===== src/rtl/mcr_pkg.sv =====
// mcr_pkg: shared widths, codes and the step record for the midpoint circle rasterizer
// no dependencies; imported by every module of the block
`timescale 1ns / 1ps

package mcr_pkg;

	// held center width
	localparam int COORD_BITS = 12;
	// field widths fixed by the stream format
	localparam int IN_COORD_BITS = 12;
	localparam int STEP_BITS     = 11;
	localparam int DEC_BITS      = 15;
	localparam int PIX_BITS      = 14;

	// pixels per step and the index width that walks them
	localparam int PIX_PER_STEP = 8;
	localparam int PIX_IDX_BITS = $clog2(PIX_PER_STEP);

	// depth of the queue between front and back
	localparam int QUEUE_DEPTH = 2;
	localparam int QPTR_BITS   = (QUEUE_DEPTH > 1) ? $clog2(QUEUE_DEPTH) : 1;
	localparam int QCNT_BITS   = $clog2(QUEUE_DEPTH + 1);

	// input item kind codes
	localparam logic KIND_ADVANCE = 1'b0;
	localparam logic KIND_START   = 1'b1;

	// output tuser bit positions
	localparam int TUSER_COLOR = 0;
	localparam int TUSER_DONE  = 1;

	// one step of the circle as handed from front to back
	typedef struct packed {
		logic [COORD_BITS-1:0] cx;
		logic [COORD_BITS-1:0] cy;
		logic [STEP_BITS-1:0]  x;
		logic [STEP_BITS-1:0]  y;
		logic                  done;
	} step_rec_t;

endpackage


===== src/rtl/midpoint_circle_raster_top.sv =====
// midpoint_circle_raster_top: midpoint circle rasterizer, stream in, stream of pixels out
// depends on mcr_pkg, mcr_front, mcr_queue, mcr_back
`timescale 1ns / 1ps

// A start beat (tuser kind = 1) loads center and radius and emits the eight symmetric
// pixels of the first step; each advance beat (kind = 0) emits the next step, and advance
// beats while no circle is active are taken and dropped. Every emitting beat yields eight
// output beats, one per cycle while m_tready allows, from the back end's single pixel adder
// pair; the front takes a beat in any cycle in which the two-entry step queue has room, so
// up to two steps may be queued behind the one being drawn. The eighth pixel of each step
// carries tlast, and done_res marks the final step.

module midpoint_circle_raster_top import mcr_pkg::*; (
	input  logic        clk,
	input  logic        arst_n,
	input  logic        s_tvalid,
	output logic        s_tready,
	input  logic [39:0] s_tdata,   // center_x[11:0], center_y[23:12], radius[34:24], zero pad
	input  logic [0:0]  s_tuser,   // kind[0]
	output logic        m_tvalid,
	input  logic        m_tready,
	output logic [31:0] m_tdata,   // pixel_x[13:0], pixel_y[27:14], zero pad
	output logic [1:0]  m_tuser,   // color_group[0], done_res[1]
	output logic        m_tlast
);

	logic      fq_valid, fq_ready, qb_valid, qb_ready;
	step_rec_t fq_rec, qb_rec;

	mcr_front u_front (
		.clk      (clk),
		.arst_n   (arst_n),
		.s_tvalid (s_tvalid),
		.s_tready (s_tready),
		.s_tdata  (s_tdata),
		.s_tuser  (s_tuser),
		.q_valid  (fq_valid),
		.q_ready  (fq_ready),
		.q_rec    (fq_rec)
	);

	mcr_queue u_queue (
		.clk       (clk),
		.arst_n    (arst_n),
		.in_valid  (fq_valid),
		.in_ready  (fq_ready),
		.in_rec    (fq_rec),
		.out_valid (qb_valid),
		.out_ready (qb_ready),
		.out_rec   (qb_rec)
	);

	mcr_back u_back (
		.clk      (clk),
		.arst_n   (arst_n),
		.q_valid  (qb_valid),
		.q_ready  (qb_ready),
		.q_rec    (qb_rec),
		.m_tvalid (m_tvalid),
		.m_tready (m_tready),
		.m_tdata  (m_tdata),
		.m_tuser  (m_tuser),
		.m_tlast  (m_tlast)
	);

endmodule


===== src/rtl/mcr_front.sv =====
// mcr_front: accepts start and advance beats, keeps the step state and decision value
// depends on mcr_pkg; feeds step records into mcr_queue
`timescale 1ns / 1ps

module mcr_front import mcr_pkg::*; (
	input  logic             clk,
	input  logic             arst_n,
	input  logic             s_tvalid,
	output logic             s_tready,
	input  logic [39:0]      s_tdata,  // center_x[11:0], center_y[23:12], radius[34:24], zero pad
	input  logic [0:0]       s_tuser,  // kind[0]
	output logic             q_valid,
	input  logic             q_ready,
	output step_rec_t        q_rec
);

	logic [STEP_BITS-1:0]  step_x_q, step_y_q;
	logic [DEC_BITS-1:0]   decision_q;
	logic [COORD_BITS-1:0] held_cx_q, held_cy_q;
	logic                  active_q;

	logic                  accept, start, emit;
	logic [STEP_BITS-1:0]  radius;
	logic [STEP_BITS-1:0]  cur_x, cur_y;
	logic [DEC_BITS-1:0]   cur_d, d_next, diff;
	logic [COORD_BITS-1:0] cur_cx, cur_cy;
	logic [STEP_BITS:0]    x_next;
	logic [STEP_BITS+1:0]  y_next;
	logic                  done;

	// handshake: a beat is taken whenever the queue has room
	assign s_tready = q_ready;
	assign accept   = s_tvalid && s_tready;
	assign start    = (s_tuser[0] == KIND_START);
	assign emit     = accept && (start || active_q);
	assign radius   = s_tdata[34:24];

	// current step: freshly loaded on start, else the held state
	always_comb begin
		if (start) begin
			cur_x  = '0;
			cur_y  = radius;
			cur_d  = DEC_BITS'(3) - DEC_BITS'({radius, 1'b0});
			cur_cx = COORD_BITS'(s_tdata[IN_COORD_BITS-1:0]);
			cur_cy = COORD_BITS'(s_tdata[2*IN_COORD_BITS-1:IN_COORD_BITS]);
		end else begin
			cur_x  = step_x_q;
			cur_y  = step_y_q;
			cur_d  = decision_q;
			cur_cx = held_cx_q;
			cur_cy = held_cy_q;
		end
	end

	// decision update uses x before its increment
	always_comb begin
		diff   = DEC_BITS'(cur_x) - DEC_BITS'(cur_y);
		x_next = {1'b0, cur_x} + 1'b1;
		if (cur_d[DEC_BITS-1]) begin
			d_next = cur_d + DEC_BITS'({cur_x, 2'b00}) + DEC_BITS'(6);
			y_next = {2'b00, cur_y};
		end else begin
			d_next = cur_d + {diff[DEC_BITS-3:0], 2'b00} + DEC_BITS'(10);
			y_next = {2'b00, cur_y} - 1'b1;
		end
		done = $signed({1'b0, x_next}) > $signed(y_next);
	end

	// record of the step whose pixels go out
	always_comb begin
		q_valid    = emit;
		q_rec.cx   = cur_cx;
		q_rec.cy   = cur_cy;
		q_rec.x    = cur_x;
		q_rec.y    = cur_y;
		q_rec.done = done;
	end

	// step state
	always_ff @(posedge clk or negedge arst_n) begin
		if (!arst_n) begin
			step_x_q   <= '0;
			step_y_q   <= '0;
			decision_q <= '0;
			held_cx_q  <= '0;
			held_cy_q  <= '0;
			active_q   <= 1'b0;
		end else if (emit) begin
			step_x_q   <= x_next[STEP_BITS-1:0];
			step_y_q   <= y_next[STEP_BITS-1:0];
			decision_q <= d_next;
			held_cx_q  <= cur_cx;
			held_cy_q  <= cur_cy;
			active_q   <= !done;
		end
	end

endmodule


===== src/rtl/mcr_queue.sv =====
// mcr_queue: short queue of step records between the front and the back
// depends on mcr_pkg
`timescale 1ns / 1ps

module mcr_queue import mcr_pkg::*; (
	input  logic      clk,
	input  logic      arst_n,
	input  logic      in_valid,
	output logic      in_ready,
	input  step_rec_t in_rec,
	output logic      out_valid,
	input  logic      out_ready,
	output step_rec_t out_rec
);

	step_rec_t             ent_q [QUEUE_DEPTH];
	logic [QPTR_BITS-1:0]  wr_ptr_q, rd_ptr_q;
	logic [QCNT_BITS-1:0]  count_q;
	logic                  push, pop;

	assign in_ready  = (count_q != QCNT_BITS'(QUEUE_DEPTH));
	assign out_valid = (count_q != '0);
	assign out_rec   = ent_q[rd_ptr_q];
	assign push      = in_valid && in_ready;
	assign pop       = out_valid && out_ready;

	// entry storage
	always_ff @(posedge clk) begin
		if (push) begin
			ent_q[wr_ptr_q] <= in_rec;
		end
	end

	// pointers and fill count
	always_ff @(posedge clk or negedge arst_n) begin
		if (!arst_n) begin
			wr_ptr_q <= '0;
			rd_ptr_q <= '0;
			count_q  <= '0;
		end else begin
			if (push) begin
				wr_ptr_q <= (wr_ptr_q == QPTR_BITS'(QUEUE_DEPTH - 1)) ? '0 : wr_ptr_q + 1'b1;
			end
			if (pop) begin
				rd_ptr_q <= (rd_ptr_q == QPTR_BITS'(QUEUE_DEPTH - 1)) ? '0 : rd_ptr_q + 1'b1;
			end
			if (push && !pop) begin
				count_q <= count_q + 1'b1;
			end else if (pop && !push) begin
				count_q <= count_q - 1'b1;
			end
		end
	end

endmodule


===== src/rtl/mcr_back.sv =====
// mcr_back: walks the eight symmetric pixels of each step into the output register
// depends on mcr_pkg; pops step records from mcr_queue
`timescale 1ns / 1ps

module mcr_back import mcr_pkg::*; (
	input  logic        clk,
	input  logic        arst_n,
	input  logic        q_valid,
	output logic        q_ready,
	input  step_rec_t   q_rec,
	output logic        m_tvalid,
	input  logic        m_tready,
	output logic [31:0] m_tdata,  // pixel_x[13:0], pixel_y[27:14], zero pad
	output logic [1:0]  m_tuser,  // color_group[0], done_res[1]
	output logic        m_tlast
);

	step_rec_t               rec_q;
	logic                    rec_valid_q;
	logic [PIX_IDX_BITS-1:0] idx_q;
	logic                    m_tvalid_q;
	logic [PIX_BITS-1:0]     px_q, py_q;
	logic                    color_q, last_q, done_q;

	logic                    out_free, adv, last_pix, take;
	logic [PIX_BITS-1:0]     cx, cy, a, b, px, py;
	logic                    px_neg, py_neg;

	assign out_free = !m_tvalid_q || m_tready;
	assign adv      = rec_valid_q && out_free;
	assign last_pix = (idx_q == PIX_IDX_BITS'(PIX_PER_STEP - 1));
	assign q_ready  = !rec_valid_q || (adv && last_pix);
	assign take     = q_valid && q_ready;

	// pixel of the current index: octants swap x and y in the second half
	always_comb begin
		cx = PIX_BITS'(rec_q.cx);
		cy = PIX_BITS'(rec_q.cy);
		a  = idx_q[PIX_IDX_BITS-1] ? PIX_BITS'(rec_q.y) : PIX_BITS'(rec_q.x);
		b  = idx_q[PIX_IDX_BITS-1] ? PIX_BITS'(rec_q.x) : PIX_BITS'(rec_q.y);
		case (idx_q)
			3'd0:    begin px_neg = 1'b0; py_neg = 1'b0; end
			3'd1:    begin px_neg = 1'b1; py_neg = 1'b0; end
			3'd2:    begin px_neg = 1'b0; py_neg = 1'b1; end
			3'd3:    begin px_neg = 1'b1; py_neg = 1'b1; end
			3'd4:    begin px_neg = 1'b0; py_neg = 1'b0; end
			3'd5:    begin px_neg = 1'b0; py_neg = 1'b1; end
			3'd6:    begin px_neg = 1'b1; py_neg = 1'b0; end
			default: begin px_neg = 1'b1; py_neg = 1'b1; end
		endcase
		px = px_neg ? (cx - a) : (cx + a);
		py = py_neg ? (cy - b) : (cy + b);
	end

	// record holder and pixel index
	always_ff @(posedge clk or negedge arst_n) begin
		if (!arst_n) begin
			rec_valid_q <= 1'b0;
			idx_q       <= '0;
		end else begin
			if (take) begin
				rec_valid_q <= 1'b1;
			end else if (adv && last_pix) begin
				rec_valid_q <= 1'b0;
			end
			if (adv) begin
				idx_q <= last_pix ? '0 : idx_q + 1'b1;
			end
		end
	end

	always_ff @(posedge clk) begin
		if (take) begin
			rec_q <= q_rec;
		end
	end

	// output register
	always_ff @(posedge clk or negedge arst_n) begin
		if (!arst_n) begin
			m_tvalid_q <= 1'b0;
		end else if (adv) begin
			m_tvalid_q <= 1'b1;
		end else if (m_tready) begin
			m_tvalid_q <= 1'b0;
		end
	end

	always_ff @(posedge clk) begin
		if (adv) begin
			px_q    <= px;
			py_q    <= py;
			color_q <= idx_q[PIX_IDX_BITS-1];
			last_q  <= last_pix;
			done_q  <= last_pix && rec_q.done;
		end
	end

	assign m_tvalid             = m_tvalid_q;
	assign m_tdata              = {4'b0000, py_q, px_q};
	assign m_tuser[TUSER_COLOR] = color_q;
	assign m_tuser[TUSER_DONE]  = done_q;
	assign m_tlast              = last_q;

	// completion only ever rides on the eighth pixel
	a_done_on_last: assert property (@(posedge clk) disable iff (!arst_n)
		(m_tvalid_q && done_q) |-> last_q)
		else $error("done without last");

	// the index wraps after the eighth pixel
	a_idx_wrap: assert property (@(posedge clk) disable iff (!arst_n)
		(adv && last_pix) |=> (idx_q == '0))
		else $error("pixel index did not wrap");

	// with no record held the index sits at the first pixel
	a_idx_idle: assert property (@(posedge clk) disable iff (!arst_n)
		!rec_valid_q |-> (idx_q == '0))
		else $error("pixel index moved without a record");

endmodule


===== config.mk =====
export PLATFORM = sky130hd
export DESIGN_NAME = midpoint_circle_raster_top
export DESIGN_NICKNAME = d
export VERILOG_FILES = /design/src/rtl/mcr_pkg.sv /design/src/rtl/midpoint_circle_raster_top.sv /design/src/rtl/mcr_front.sv /design/src/rtl/mcr_queue.sv /design/src/rtl/mcr_back.sv
export SDC_FILE = /design/constraint.sdc
export NUM_CORES = 1
export LEC_CHECK = 0
export BUFFER_PORTS_ARGS = -buffer_cell sky130_fd_sc_hd__buf_2
export CAP_MARGIN = 5
export CORE_UTILIZATION = 30
export DETAILED_ROUTE_END_ITERATION = 7
export PLACE_DENSITY = 0.51
export SLEW_MARGIN = 20
export SYNTH_ARGS = -nofsm -noshare
export SYNTH_HDL_FRONTEND = slang
export SYNTH_HIERARCHICAL = 1
export SYNTH_SLANG_ARGS = --single-unit

===== constraint.sdc =====
create_clock -name clk -period 4.3 [get_ports clk]
set_clock_uncertainty 0.15 [all_clocks]
set_input_delay 0.215 -clock clk [delete_from_list [all_inputs] [get_ports clk]]
set_output_delay 0.215 -clock clk [all_outputs]
set_load 0.02 [all_outputs]

## Word level (Yosys, flattened, before mapping)

Memories as Yosys holds them, arrays and structs flattened. A register that Yosys moved wholly into a read port is not among the register bits.
Index checks and enable logic that the tools add are counted.

- Flip-flop bits (word level): 102
- Memory bits (writable): 94
- Logic and storage cells: 89
- Memories: 1

- $add $sub $neg: 17
- Order comparisons: 1
- Eq/ne operators: 7
- Muxes and demuxes: 22
- Reduce and logical (&&, ||, !) cells: 24

Memories:

| memory | words | width | read ports | clocked after memory_dff | wr ports | line | text |
|---|---|---|---|---|---|---|---|
| u_queue.ent_q | 2 | 47 | 1 | 1 | 1 | mcr_queue.sv:16 | `step_rec_t ent_q [QUEUE_DEPTH];` |

Operators by type and width:

| cell | number |
|---|---|
| $mux 11 | 4 |
| $mux 15 | 2 |
| $add 12x14->14 | 2 |
| $mux 14 | 2 |
| $sub 12x14->14 | 2 |
| $mux 12 | 2 |
| $add 15x13->15 | 1 |
| $add 15x15->15 | 1 |
| $add 15x3->15 const B | 1 |
| $add 15x4->15 const B | 1 |
| $gt 13x13->1 | 1 |
| $mux 13 | 1 |
| $sub 2x12->13 const A | 1 |
| $add 11x1->12 const B | 1 |
| $eq 3x3->1 const B | 4 |
| $sub 11x1->12 const B | 1 |
| $sub 11x11->12 | 1 |
| $logic_and 1x1->1 | 9 |
| $mux 1 | 8 |
| $reduce_bool 2->1 | 4 |
| $reduce_or 4->1 | 2 |
| $logic_not 1->1 | 5 |
| $mux 2 | 2 |
| $add 3x1->3 const B | 1 |
| 9 further kinds | 12 |

## Depth between registers and ports, before layout

- Depth in word-level cells: 9
- Depth in mapped cells: 22

## Hierarchy

The synthesis kept the hierarchy.

By module, submodules not included:

| module | instances | cells each | area an instance (um^2) |
|---|---|---|---|
| mcr_front | 1 | 674 | 5940.7 |
| mcr_back | 1 | 450 | 5107.4 |
| mcr_queue | 1 | 164 | 3664.8 |

## Least setup slack after synthesis

OpenSTA, ideal clock, no wires.

- Kind: input -> register
- From: in s_tuser
- To: reg u_front.decision_q[14]
- Arrival time: 4.542 ns
- Data required time: 4.081 ns
- Setup slack: -0.461 ns
- Stages: 22
- Buffers on the path: 5
- Path through: buf_6 > buf_2 > buf_2 > buf_2 > buf_2 > nor2b_1 > inv_1 > fa_1 > nor2b_1 > o21ai_0 > a21boi_0 > o21ai_0 > and2_1 > xnor2_1 > ha_1 > ha_1 > a2111oi_0 > o21ai_0 > nand4b_1 > nand4_1 > or4_1 > nand3_1

RTL lines:

| item | line | text |
|---|---|---|
| start, declared | midpoint_circle_raster_top.sv:19 | `input logic [0:0] s_tuser,` |
| end signal, assigned | mcr_front.sv:91 | `decision_q <= d_next;` |
| end, declared | mcr_front.sv:18 | `logic [DEC_BITS-1:0] decision_q;` |

==> key figures <==
Synth
  • Area share of and/or/nand/nor cells after synthesis: 10.6%
  • Number of flops mapped to enable cells by yosys: 172
  • Most instantiated flip-flop cell in the synthesis netlist: sky130_fd_sc_hd__edfxtp_1
  • Combinational family with the most area after synthesis: multiplexers
  • Syn Std Cell Area: 14,700 sq um
  • Area share of fa/ha/maj cells after synthesis: 11.5%
  • Post-Synthesis Mean Instance Area: 11.4 sq um
  • Area fraction in compound gates after synthesis: 11.0%
  • Total of flip-flops plus latches after synthesis: 242
  • Share of synthesized area occupied by flip-flops and latches: 47.0%
  • Yosys warning count: 6
  • FFs w/ async S/R, synth: 28.9%
  • Cell count after synthesis: 1,288
  • Xor and xnor fraction of the mapped netlist area: 4.17%
  • Count of distinct cell types in the synthesized netlist: 79
  • Multiplexer share of the synthesized area: 11.6%

Placement
  • Final HPWL DP: 25,600 um
  • IO buf count: 72
  • Dpl ws: -2.91 ps
  • Cell Area, Placed: 16,200 sq um
  • Routability congestion estimate: 0.868

Hold path
  • Worst hold path type: in -> reg

Clock network
  • Htree depth: 1
  • Clock transition at the registers of the reported paths: 60 ps
  • Worst-case clock buffer depth: 3
  • Number of buffers created by CTS: 29
  • Clock latency on the worst-skew pair: 550 ps
  • TritonCTS clock tree: built
  • CTS sink cnt: 242
  • Root buf cell: sky130_fd_sc_hd__clkbuf_16

Power and ir drop
  • Internal power of the cells: 7540 uW
  • Switching share of power: 38.0%
  • Power Dens Cells: 696 nW/um^2
  • Fraction of power consumed by sequential logic: 31.7%
  • Power share of the clock group: 19.5%
  • Overall power: 12,200 uW
  • Switching Power: 4620 uW
  • Leakage power: 0.00738 uW
  • Max rail drop VDD: 0.300 mV
  • Gate power share: 48.9%

Timing
  • Number of hold-slack violations in the final timing report: 0
  • Minimum setup slack in the final design: 208 ps
  • Final number of max-transition violations: 0
  • Total negative slack for setup checks: 0 ps
  • RSZ-0062 raised after global routing: yes
  • Worst-margin pin slew: 934 ps
  • Final-report setup violation count: 0
  • Final critical delay including setup and external delays: 4090 ps
  • Max-slew headroom: 37.7%
  • Final cycle utilization of the critical path: 95.2%
  • Peak clock frequency supported by timing: 244 MHz
  • Hold Slack: 66.7 ps

Worst setup path
  • R2r endpoint: u_front/decision_q[14]
  • Crit Reg-Reg Startpoint: u_front/step_y_q[0]
  • Required time of the worst setup path: 4630 ps
  • Launch point of the critical path: u_front/step_y_q[0]
  • Critical path destination: u_front/decision_q[14]
  • Class of the most critical setup path: reg -> reg
  • Element type at the critical path end: flop
  • Crit-path max FO: 2
  • Kind of launch point of the worst setup path: flop
  • R2R depth: 19
  • Critical path arrival: 4430 ps
  • Worst reg-to-reg setup slack: 210 ps

Route
  • Wire length on met2: 16,000 um
  • Met1 layer wirelength in the final routing: 16,500 um
  • WL/cell: 16.7 um
  • Initial drt markers: 757
  • Total wire length: 34,700 um
  • Remaining antenna violation count: 0
  • Number of remaining DRC errors: 0
  • Via Count: 10,103
  • Top layer used by detailed routing: met4
  • Detail-routed via count per cell: 4.86
  • Met3 WL: 1150 um
  • TritonRoute pass-1 iters: 5

Final layout
  • Area Growth Syn to Fin: 18.7%
  • Layout cell share with drive strength beyond 1: 22.9%
  • Most common cell after layout, fill and taps aside: sky130_fd_sc_hd__edfxtp_1
  • Fill count: 4,745
  • Number of nets in the final layout: 1,618
  • Most used cells in the layout excluding fill and tap cells: sky130_fd_sc_hd__edfxtp_1, sky130_fd_sc_hd__ha_1, sky130_fd_sc_hd__nand2_1, sky130_fd_sc_hd__mux2_2, sky130_fd_sc_hd__inv_1
  • Finished layout cell area: 17,500 sq um
  • Number of diodes: 0

Floorplanning
  • Effective utilization at floorplan: 30.6%
  • Top-Level Pins: 82
  • Height of the chip: 223 um
  • Full die area: 49,900 sq um
  • Core Rows: 80
  • Die width: 223 um
  • Core area: 48,000 sq um

Global route
  • Via count of the first global-routing pass: 10,220
  • Aggregate global routing overflow: 0
  • Number of antenna violations at the first check in global routing: 0
  • Tot GR Track Use: 13.9%
  • First-pass GRT wire length: 55,000 um
  • Pin count of the biggest net entering global routing: 57

Flow run
  • Maxcap violations: 0

Outcome
  • Status: completed
## power by group through the flow
stage	Combinational (uW)	Clock (uW)	Sequential (uW)
6_report	5950	2370	3850
5_1_grt	6640	2530	3930
4_1_cts	5900	2440	3870
3_5_place_dp	5860	0	3910
3_3_place_gp	5810	0	3880
2_1_floorplan	4200	0	3930
## repair_timing
item                       in CTS  in global routing
hold buffers                   30                  0
hold endpoints to repair      131                  0
setup endpoints to repair       0                  5
gates resized for setup         0                 13
setup buffers                   0                  2
## cell families (layout without fill, tap and decap cells)
| kind of cell | count (synthesis) | count (layout) |
|---|---|---|
| and+or+nand+nor | 315 | 315 |
| AOI/OAI and AO/OA | 245 | 245 |
| DFF | 242 | 242 |
| muxes | 149 | 149 |
| buffers and inverters | 135 | 308 |
| adders and majority gates | 131 | 131 |
| xor gates and xnor gates | 70 | 70 |
| other | 1 | 4 |
## synthesized netlist by cell type, types with 7 or more instances
master | count | share of area [%]
sky130_fd_sc_hd__o21ai_0 | 64 | 2.2
sky130_fd_sc_hd__buf_4 | 9 | 0.46
sky130_fd_sc_hd__a211oi_1 | 17 | 0.87
sky130_fd_sc_hd__fa_1 | 7 | 0.95
sky130_fd_sc_hd__and3_1 | 7 | 0.30
sky130_fd_sc_hd__inv_1 | 84 | 2.1
sky130_fd_sc_hd__edfxtp_1 | 172 | 35
sky130_fd_sc_hd__o31ai_1 | 10 | 0.51
sky130_fd_sc_hd__ha_1 | 124 | 11
sky130_fd_sc_hd__mux2_2 | 90 | 6.9
sky130_fd_sc_hd__xor2_1 | 23 | 1.4
sky130_fd_sc_hd__dfrtp_1 | 70 | 12
sky130_fd_sc_hd__xnor2_1 | 47 | 2.8
sky130_fd_sc_hd__nand2b_1 | 20 | 0.85
sky130_fd_sc_hd__a21oi_1 | 47 | 1.6
sky130_fd_sc_hd__nor4_1 | 8 | 0.34
sky130_fd_sc_hd__a21o_1 | 26 | 1.3
sky130_fd_sc_hd__o21a_1 | 9 | 0.46
sky130_fd_sc_hd__nand2_1 | 96 | 2.4
sky130_fd_sc_hd__nor3_1 | 25 | 0.85
sky130_fd_sc_hd__buf_2 | 18 | 0.61
sky130_fd_sc_hd__clkbuf_1 | 12 | 0.31
sky130_fd_sc_hd__nand3_1 | 22 | 0.75
sky130_fd_sc_hd__o211ai_1 | 8 | 0.41
sky130_fd_sc_hd__a31oi_1 | 10 | 0.43
sky130_fd_sc_hd__nor2b_1 | 22 | 0.94
sky130_fd_sc_hd__nor2_1 | 70 | 1.8
sky130_fd_sc_hd__o21bai_1 | 8 | 0.41
sky130_fd_sc_hd__mux2_4 | 20 | 2.0
sky130_fd_sc_hd__mux2i_1 | 38 | 2.6
## worst max-delay path, stage by stage (launching register included)
cell	delay, ps
sky130_fd_sc_hd__dfrtp_1	400
sky130_fd_sc_hd__mux2i_4	160
sky130_fd_sc_hd__inv_2	70
sky130_fd_sc_hd__ha_4	170
sky130_fd_sc_hd__fa_2	360
sky130_fd_sc_hd__nor2b_1	110
sky130_fd_sc_hd__o21ai_1	100
sky130_fd_sc_hd__a21boi_1	200
sky130_fd_sc_hd__o21ai_1	120
sky130_fd_sc_hd__buf_4	160
sky130_fd_sc_hd__a211oi_4	260
sky130_fd_sc_hd__xor2_1	210
sky130_fd_sc_hd__ha_1	290
sky130_fd_sc_hd__ha_4	170
sky130_fd_sc_hd__a21o_1	180
sky130_fd_sc_hd__a21o_1	180
sky130_fd_sc_hd__mux2i_1	150
sky130_fd_sc_hd__nand4_1	110
sky130_fd_sc_hd__or4_1	400
sky130_fd_sc_hd__nand3_1	90
## metrics by stage
stage / instances / utilization [%]
after global placement: 1994 / 33.6
after global routing: 2079 / 36.4
after detailed placement: 1994 / 33.6
after CTS: 2077 / 36.2
after floorplan: 1291 / -
final: 2079 / 36.4
## cell type report
cell class	count	area, sq um	share of cell area [%]
Clock buffer	34	754	4.32
Clock inverter	19	178	1.02
Inverter	86	323	1.85
Multi-Input combinational cell	914	7330	42.0
Sequential cell	242	6920	39.6
Tap cell	615	769	4.41
Timing Repair Buffer	169	1190	6.83
## worst min-delay path by stage
stage	start	depth (start not counted)	end	slack, ps
4_1_cts	s_tdata[34]	2	u_queue/ent_q[0][11]	40
3_3_place_gp	arst_n	1	u_front/held_cy_q[3]	190
3_5_place_dp	arst_n	1	u_front/held_cy_q[2]	190
6_report	s_tdata[25]	4	u_queue/ent_q[0][2]	70
2_1_floorplan	arst_n	0	u_back/idx_q[0]	-230
5_1_grt	s_tdata[34]	2	u_queue/ent_q[0][11]	50
## routing by layer
metal	vias up	track usage, %
li1	5005	-
met1	4842	18.5
met4	0	4.66
met2	204	23.4
met5	-	0
met3	52	1.87
## registers in the layout, indices dropped and copies added (netlist names)
| name | count |
|---|---|
| u_back/color_q | 1 |
| u_back/cx | 12 |
| u_back/cy | 12 |
| u_back/done_q | 1 |
| u_back/idx_q | 3 |
| u_back/m_tlast | 1 |
| u_back/m_tvalid | 1 |
| u_back/px_q | 14 |
| u_back/py_q | 14 |
| u_back/rec_q | 23 |
| u_back/rec_valid_q | 1 |
| u_front/active_q | 1 |
| u_front/decision_q | 14 |
| u_front/held_cx_q | 12 |
| u_front/held_cy_q | 12 |
| u_front/step_x_q | 11 |
| u_front/step_y_q | 11 |
| u_queue/count_q | 2 |
| u_queue/ent_q | 94 |
| u_queue/rd_ptr_q | 1 |
| u_queue/wr_ptr_q | 1 |
Note: power is estimated with default switching activity, not from simulation.
